## config.mk

```make
export PLATFORM = sky130hd
export DESIGN_NAME = ball_sensor_frame_decoder
export DESIGN_NICKNAME = d
export VERILOG_FILES = /design/src/design/bsfd_pkg.sv /design/src/design/bsfd_step.sv /design/src/design/bsfd_skid.sv /design/src/design/ball_sensor_frame_decoder.sv
export SDC_FILE = /design/constraint.sdc
export NUM_CORES = 1
export LEC_CHECK = 0
export BUFFER_PORTS_ARGS = -buffer_cell sky130_fd_sc_hd__buf_2
export CAP_MARGIN = 20
export CORE_ASPECT_RATIO = 1.4
export CORE_UTILIZATION = 45
export DETAILED_ROUTE_END_ITERATION = 8
export PLACE_DENSITY = 0.75
export SETUP_SLACK_MARGIN = 0.05
export SYNTH_ARGS = -nofsm -noshare
export SYNTH_HDL_FRONTEND = slang
export SYNTH_HIERARCHICAL = 1
export SYNTH_SLANG_ARGS = --single-unit
```

## constraint.sdc

```tcl
create_clock -name clk -period 4.6 [get_ports clk]
set_input_delay 0.92 -clock clk [delete_from_list [all_inputs] [get_ports clk]]
set_output_delay 0.92 -clock clk [all_outputs]
set_load 0.05 [all_outputs]
```

## src/design/bsfd_pkg.sv

```systemverilog
package bsfd_pkg;

  localparam int unsigned CFG_INDEX_W = 2;
  localparam int unsigned CFG_DATA_W  = 8;

  localparam logic [CFG_INDEX_W-1:0] CFG_DISTANCE_LIMIT = 2'd0;
  localparam logic [CFG_INDEX_W-1:0] CFG_NO_BALL_CODE   = 2'd1;
  localparam logic [CFG_INDEX_W-1:0] CFG_ERROR_LIMIT    = 2'd2;

  localparam logic [7:0] DISTANCE_LIMIT_RST = 8'd100;
  localparam logic [7:0] NO_BALL_CODE_RST   = 8'd200;
  localparam logic [3:0] ERROR_LIMIT_RST    = 4'd5;

  localparam logic [7:0] HEADER_BYTE = 8'hFF;
  localparam logic [9:0] ANGLE_OFFSET = 10'd315;
  localparam logic [9:0] FULL_TURN    = 10'd360;
  localparam logic [9:0] TWO_TURNS    = 10'd720;
  localparam logic [9:0] HALF_TURN    = 10'd180;
  localparam logic signed [8:0] EDGE_ANGLE = 9'sd179;

  typedef enum logic [1:0] {
    PH_HEADER = 2'd0,
    PH_CODE   = 2'd1,
    PH_DIST   = 2'd2
  } bsfd_phase_t;

  typedef struct packed {
    logic [7:0] distance_limit;
    logic [7:0] no_ball_code;
    logic [3:0] error_limit;
  } bsfd_cfg_t;

  typedef struct packed {
    bsfd_phase_t        phase;
    logic [7:0]         angle_code;
    logic [7:0]         distance;
    logic signed [8:0]  angle;
    logic               visible;
    logic [3:0]         error_count;
  } bsfd_state_t;

  typedef struct packed {
    logic signed [8:0] ball_angle;
    logic [7:0]        ball_distance;
    logic              ball_visible;
    logic              frame_done;
    logic              link_warning;
  } bsfd_result_t;

endpackage

```

## src/design/bsfd_step.sv

```systemverilog
module bsfd_step import bsfd_pkg::*; (
  input  bsfd_state_t  state,
  input  bsfd_cfg_t    cfg,
  input  logic [7:0]   rx_byte,
  output bsfd_state_t  state_next,
  output bsfd_result_t result
);

  logic [9:0]        angle_sum;
  logic [9:0]        angle_mod;
  logic signed [8:0] angle_calc;
  logic [7:0]        dist_new;
  logic              no_ball;
  logic              done;
  logic              count_up;
  logic              clear_count;
  logic [4:0]        count_wide;
  logic              warn;

  // 2*code + 315 stays below 1080, so two conditional subtractions cover the modulo.
  always_comb begin
    angle_sum = {1'b0, state.angle_code, 1'b0} + ANGLE_OFFSET;
    if (angle_sum >= TWO_TURNS) begin
      angle_mod = angle_sum - TWO_TURNS;
    end else if (angle_sum >= FULL_TURN) begin
      angle_mod = angle_sum - FULL_TURN;
    end else begin
      angle_mod = angle_sum;
    end
    angle_calc = 9'(signed'(angle_mod - HALF_TURN));
  end

  always_comb begin
    state_next  = state;
    done        = 1'b0;
    count_up    = 1'b0;
    clear_count = 1'b0;
    dist_new    = (rx_byte < cfg.distance_limit) ? rx_byte : state.distance;
    no_ball     = (state.angle_code == cfg.no_ball_code) || (dist_new == 8'd0);

    unique case (state.phase)
      PH_CODE: begin
        state_next.angle_code = rx_byte;
        state_next.phase      = PH_DIST;
      end
      PH_DIST: begin
        state_next.distance = dist_new;
        if (no_ball) begin
          state_next.visible = 1'b0;
          state_next.angle   = 9'sd0;
        end else begin
          state_next.angle   = angle_calc;
          state_next.visible = (angle_calc != EDGE_ANGLE) && (angle_calc != -EDGE_ANGLE);
        end
        state_next.phase = PH_HEADER;
        clear_count      = 1'b1;
        done             = 1'b1;
      end
      default: begin
        if (rx_byte == HEADER_BYTE) begin
          state_next.phase = PH_CODE;
        end else begin
          state_next.phase = PH_HEADER;
          count_up         = 1'b1;
        end
      end
    endcase

    // The count is compared one bit wider so that a limit of 15 trips on the sixteenth error.
    count_wide = clear_count ? 5'd0 : ({1'b0, state.error_count} + {4'd0, count_up});
    warn       = count_wide > {1'b0, cfg.error_limit};
    state_next.error_count = warn ? 4'd0 : count_wide[3:0];

    result.ball_angle    = state_next.angle;
    result.ball_distance = state_next.distance;
    result.ball_visible  = state_next.visible;
    result.frame_done    = done;
    result.link_warning  = warn;
  end

endmodule

```

## src/design/bsfd_skid.sv

```systemverilog
module bsfd_skid import bsfd_pkg::*; (
  input  logic         clk,
  input  logic         rst,
  input  logic         in_valid,
  output logic         in_stall,
  input  bsfd_result_t in_data,
  output logic         out_valid,
  input  logic         out_stall,
  output bsfd_result_t out_data
);

  logic         skid_valid;
  bsfd_result_t skid_data;
  logic         take;
  logic         accept;
  logic         load_out;

  assign in_stall = skid_valid;
  assign take     = out_valid && !out_stall;
  assign accept   = in_valid && !skid_valid;
  assign load_out = take || !out_valid;

  always_ff @(posedge clk) begin
    if (rst) begin
      out_valid  <= 1'b0;
      skid_valid <= 1'b0;
    end else if (load_out) begin
      out_valid  <= skid_valid || accept;
      skid_valid <= 1'b0;
    end else if (accept) begin
      skid_valid <= 1'b1;
    end
  end

  // A beat that arrives while the output register is held parks in the skid register.
  always_ff @(posedge clk) begin
    if (load_out) begin
      out_data <= skid_valid ? skid_data : in_data;
    end else if (accept) begin
      skid_data <= in_data;
    end
  end

endmodule

```

## src/design/ball_sensor_frame_decoder.sv

```systemverilog
// Channel   Direction  Handshake            Payload
// input     in         in_valid / in_stall  rx_byte
// result    out        out_valid/out_stall  ball_angle, ball_distance, ball_visible,
//                                           frame_done, link_warning
// config    in         cfg_write            cfg_index, cfg_data
//
// One byte is taken per cycle while in_stall is low; each result is registered for output.
// The frame state updates in the accepting cycle, so consecutive bytes need no gap.
// Reset (rst, synchronous) clears the frame state and loads the register defaults.
// A two-entry output stage keeps the input open during a single stalled result;
// in_stall rises only while both entries hold undelivered beats.
module ball_sensor_frame_decoder import bsfd_pkg::*; (
  input  logic                   clk,
  input  logic                   rst,
  input  logic                   in_valid,
  output logic                   in_stall,
  input  logic [7:0]             rx_byte,
  output logic                   out_valid,
  input  logic                   out_stall,
  output logic signed [8:0]      ball_angle,
  output logic [7:0]             ball_distance,
  output logic                   ball_visible,
  output logic                   frame_done,
  output logic                   link_warning,
  input  logic                   cfg_write,
  input  logic [CFG_INDEX_W-1:0] cfg_index,
  input  logic [CFG_DATA_W-1:0]  cfg_data
);

  bsfd_cfg_t    cfg;
  bsfd_state_t  state;
  bsfd_state_t  state_next;
  bsfd_result_t step_result;
  bsfd_result_t out_data;
  logic         in_accept;

  assign in_accept = in_valid && !in_stall;

  always_ff @(posedge clk) begin
    if (rst) begin
      cfg.distance_limit <= DISTANCE_LIMIT_RST;
      cfg.no_ball_code   <= NO_BALL_CODE_RST;
      cfg.error_limit    <= ERROR_LIMIT_RST;
    end else if (cfg_write) begin
      unique case (cfg_index)
        CFG_DISTANCE_LIMIT: cfg.distance_limit <= cfg_data;
        CFG_NO_BALL_CODE:   cfg.no_ball_code   <= cfg_data;
        CFG_ERROR_LIMIT:    cfg.error_limit    <= cfg_data[3:0];
        default: ;
      endcase
    end
  end

  always_ff @(posedge clk) begin
    if (rst) begin
      state.phase       <= PH_HEADER;
      state.angle_code  <= 8'd0;
      state.distance    <= 8'd0;
      state.angle       <= 9'sd0;
      state.visible     <= 1'b0;
      state.error_count <= 4'd0;
    end else if (in_accept) begin
      state <= state_next;
    end
  end

  bsfd_step u_step (
    .state      (state),
    .cfg        (cfg),
    .rx_byte    (rx_byte),
    .state_next (state_next),
    .result     (step_result)
  );

  bsfd_skid u_skid (
    .clk       (clk),
    .rst       (rst),
    .in_valid  (in_valid),
    .in_stall  (in_stall),
    .in_data   (step_result),
    .out_valid (out_valid),
    .out_stall (out_stall),
    .out_data  (out_data)
  );

  assign ball_angle    = out_data.ball_angle;
  assign ball_distance = out_data.ball_distance;
  assign ball_visible  = out_data.ball_visible;
  assign frame_done    = out_data.frame_done;
  assign link_warning  = out_data.link_warning;

  // The input closes only behind a held result.
  a_stall_needs_result: assert property (@(posedge clk) disable iff (rst)
    in_stall |-> out_valid)
    else $error("input stalled with no result pending");

  // Completing a frame clears the error count, so it can never warn.
  a_frame_no_warning: assert property (@(posedge clk) disable iff (rst)
    (out_valid && frame_done) |-> !link_warning)
    else $error("link warning on a completed frame");

  // A visible ball has a nonzero distance and is not at the sensor's blind edge.
  a_visible_consistent: assert property (@(posedge clk) disable iff (rst)
    (out_valid && ball_visible) |->
      (ball_distance != 8'd0 && ball_angle != EDGE_ANGLE && ball_angle != -EDGE_ANGLE))
    else $error("ball visible with zero distance or edge angle");

endmodule
```

==> impl_metrics.ini <==
[worst_setup_path]
reg2reg_to = u_skid/out_data[19]
endpoint = u_skid/out_data[19]
cp-start-kind = register
worstSetupStartpoint = state[23]
path_class = register to register
cp_max_fo = 9
critical_path_arrival_ns = 4.42
worstRegToRegCells = 18
ff2ff_setup_slack_ns = 0.27
r2r-start = state[23]
max_stage_delay_ns = 0.46
endpoint_kind = register
critical_path.most_common_cell = ha_1
crit_chain = ha_1, o31ai_1, and2_2, inv_1, ha_1, and2_2, a2111oi_4, o21ba_2, nor2_1, xnor2_1, ha_1, inv_1, o2111ai_1, nor3_1, o21ai_1, xnor2_1, o22ai_1, mux2_2
cp_slowest_cell = a2111oi_4
cp.required_ns = 4.69

[grt]
grt_max_degree = 62
grt_pass1_vias = 3730
grt_pass1_wl_um = 17900
antenna_found_initial = 0
overflow = 0
grt_usage_pct = 18.6

[yosys]
synth.avg_cell_area_um2 = 9.50
synthArstFlopShare_pct = 0
yosysTopAreaCell = edfxtp_1
synth_area_leaders = edfxtp_1, dfxtp_1, mux2_2
syn_nets = 603
ys.flop_type = dfxtp_1
yosysSeqAreaShare_pct = 43.1
syn_area_um2 = 5300
yosysWarningCount = 6
yosys.area.top_type_share_pct = 22.7
synth_edf_count = 40
yosysUniqueCellTypes = 60
synthCells = 558
ys_ff_latch = 94

[power_and_ir_drop]
pwr-share-seq_pct = 48.9
p_clk_share_pct = 43.2
ir_drop_uv = 140
power_uw = 1830
p_leak_uw = 0.00220
powerDensity_nw_per_um2 = 320
p_int_uw = 1410
comb_power_share_pct = 7.9
switching_power_uw = 423
switching_share_pct = 23.1

[finish]
syn_to_final_growth_pct = 7.89
fillers = 1065
final_common_cell = nand2_1
register_area_um2 = 2280
layout.nets = 615
multi_input_area_um2 = 2530
final_cell_area_um2 = 5720
num_antenna_cells = 0
final_cell_mix = nand2_1, a21oi_1, dfxtp_1
drive_gt1_share_pct = 19.7

[clock_tree]
clk_pin_slew_worst_paths_ns = 0.07
cts_made_buffers = 9
clock_latency_ns = 0.34
post_cts_buffers = 0
cts_resized = 0
hold_buffers = 0
cts-htree-levels = 3
clockBufferDepth = 2
tritoncts_num_sinks = 94
root_buffer = clkbuf_16
cts_tree = yes

[die]
start_util_pct = 46.5
die_area_um2 = 12200
num_rows = 46
core_um2 = 11400
die_h_um = 130
num_io_pins = 45
die_x_um = 93.7

[sta]
slew_headroom_pct = 31.8
hold_viol_final = 0
fmax_mhz = 231
max_slew.worst_pin.slew_ns = 1.02
fin_crit_sh_pct = 94.1
period_needed_ns = 4.33
report.final.setup_viol = 0
rsz0062_at_grt = no
setup_tns_ns = 0
maxSlewViolCount = 0
skew_ns = 0.00718

[routing]
num_vias = 3941
first_pass_iters = 5
drt_wl_total_um = 10900
wl_per_cell_um = 15.2
drcViolationCount = 0
drt_iter0_markers = 178
ant_nets = 0
vias_per_cell = 5.48

[run]
maxCapViolCount = 0

[placement]
io_buffers = 44
gp_congestion = 0.866
dpl_cell_area_um2 = 5380
hpwl_um = 7860

[hold_path]
hp-start = state[8]
hold_path.class = register to register

[status]
status = completed
-- stage by stage --
stage	util, %	hold slack [ns]	setup WS (ns)	std cells
2_1_floorplan	-	0.436	0.554	558
3_5_place_dp	47.2	0.449	0.411	702
5_1_grt	50.2	0.480	0.0560	719
6_report	50.2	0.455	0.271	719
4_1_cts	50.0	0.458	0.326	718
3_3_place_gp	47.2	0.441	0.502	702
-- kinds of logic (layout without fill, tap and decap cells) --
family | count (synthesis) | count (layout) | share of synthesized area [%]
AO/OA/AOI/OAI | 112 | 112 | 13.9
XOR/XNOR | 21 | 21 | 3.83
adder cells (fa/ha/maj) | 22 | 22 | 5.19
buffers and inverters | 83 | 100 | 9.40
flip-flops | 94 | 94 | 43.1
multiplexers | 41 | 41 | 8.55
AND/OR/NAND/NOR | 185 | 185 | 16.1
-- worst min path at each step --
stage / end / slack [ns] / cells past startpoint
2_1_floorplan: state[10] / 0.44 / 2
3_3_place_gp: state[5] / 0.44 / 2
3_5_place_dp: state[8] / 0.45 / 2
4_1_cts: state[8] / 0.46 / 2
5_1_grt: state[10] / 0.48 / 2
6_report: state[8] / 0.45 / 2
-- synthesized netlist by cell type (all sizes together) (2+ instances only) --
cell and instances:
nand2 92, a21oi 57, dfxtp 54, edfxtp 40, buf 37, mux2 34
inv 32, nor2 31, ha 22, xnor2 19, nor3 16, clkbuf 14
o21ai 14, o22ai 10, mux2i 7, nand3 7, nor2b 7, nor4 6
nand2b 5, o31ai 5, nand4 4, nor3b 4, o211ai 4, and2 3
and3 3, o2111ai 3, a2111oi 2, a32o 2, nand3b 2, xor2 2
-- per-layer routing --
| metal | share of wire (%) | global-route usage, % |
|---|---|---|
| met4 | 1.8 | 6.52 |
| met5 | 0 | 0 |
| met1 | 42 | 22.0 |
| met2 | 53 | 34.4 |
| met3 | 3.6 | 2.14 |
-- state kept, by name (all words and copies together), names as in the netlist --
| register | cells |
|---|---|
| u_skid/out_valid | 1 |
| cfg | 20 |
| state | 32 |
| u_skid/out_data | 20 |
| u_skid/skid_data | 20 |
| u_skid/in_stall | 1 |
-- critical path, delay by kind of cell, from the launching register on --
family	cells	cell delay, ns
multiplexers	1	0.32
XOR/XNOR	2	0.30
buffers and inverters	2	0.17
AND/OR/NAND/NOR	4	0.77
flip-flops	1	0.43
adder cells (fa/ha/maj)	3	0.69
AO/OA/AOI/OAI	6	1.39
-- area by class of cell --
| class | count | area share [%] |
|---|---|---|
| multi-input cells | 381 | 44.2 |
| flip-flops and latches | 94 | 39.9 |
| repair buffers | 52 | 5.12 |
| clock buffers | 11 | 4.07 |
| well taps | 144 | 3.15 |
| inverters | 32 | 2.10 |
| clock inverters | 5 | 1.44 |
-- power by group through the flow --
stage               Sequential, uW  Clock (uW)  Combinational (uW)
finish                         896         791                 145
floorplan                      949           0                66.7
global placement               914           0                 139
detailed placement             915           0                 143
global route                   898         833                 158
CTS                            896         804                 143
No activity file was read; power rests on OpenSTA's default activity.
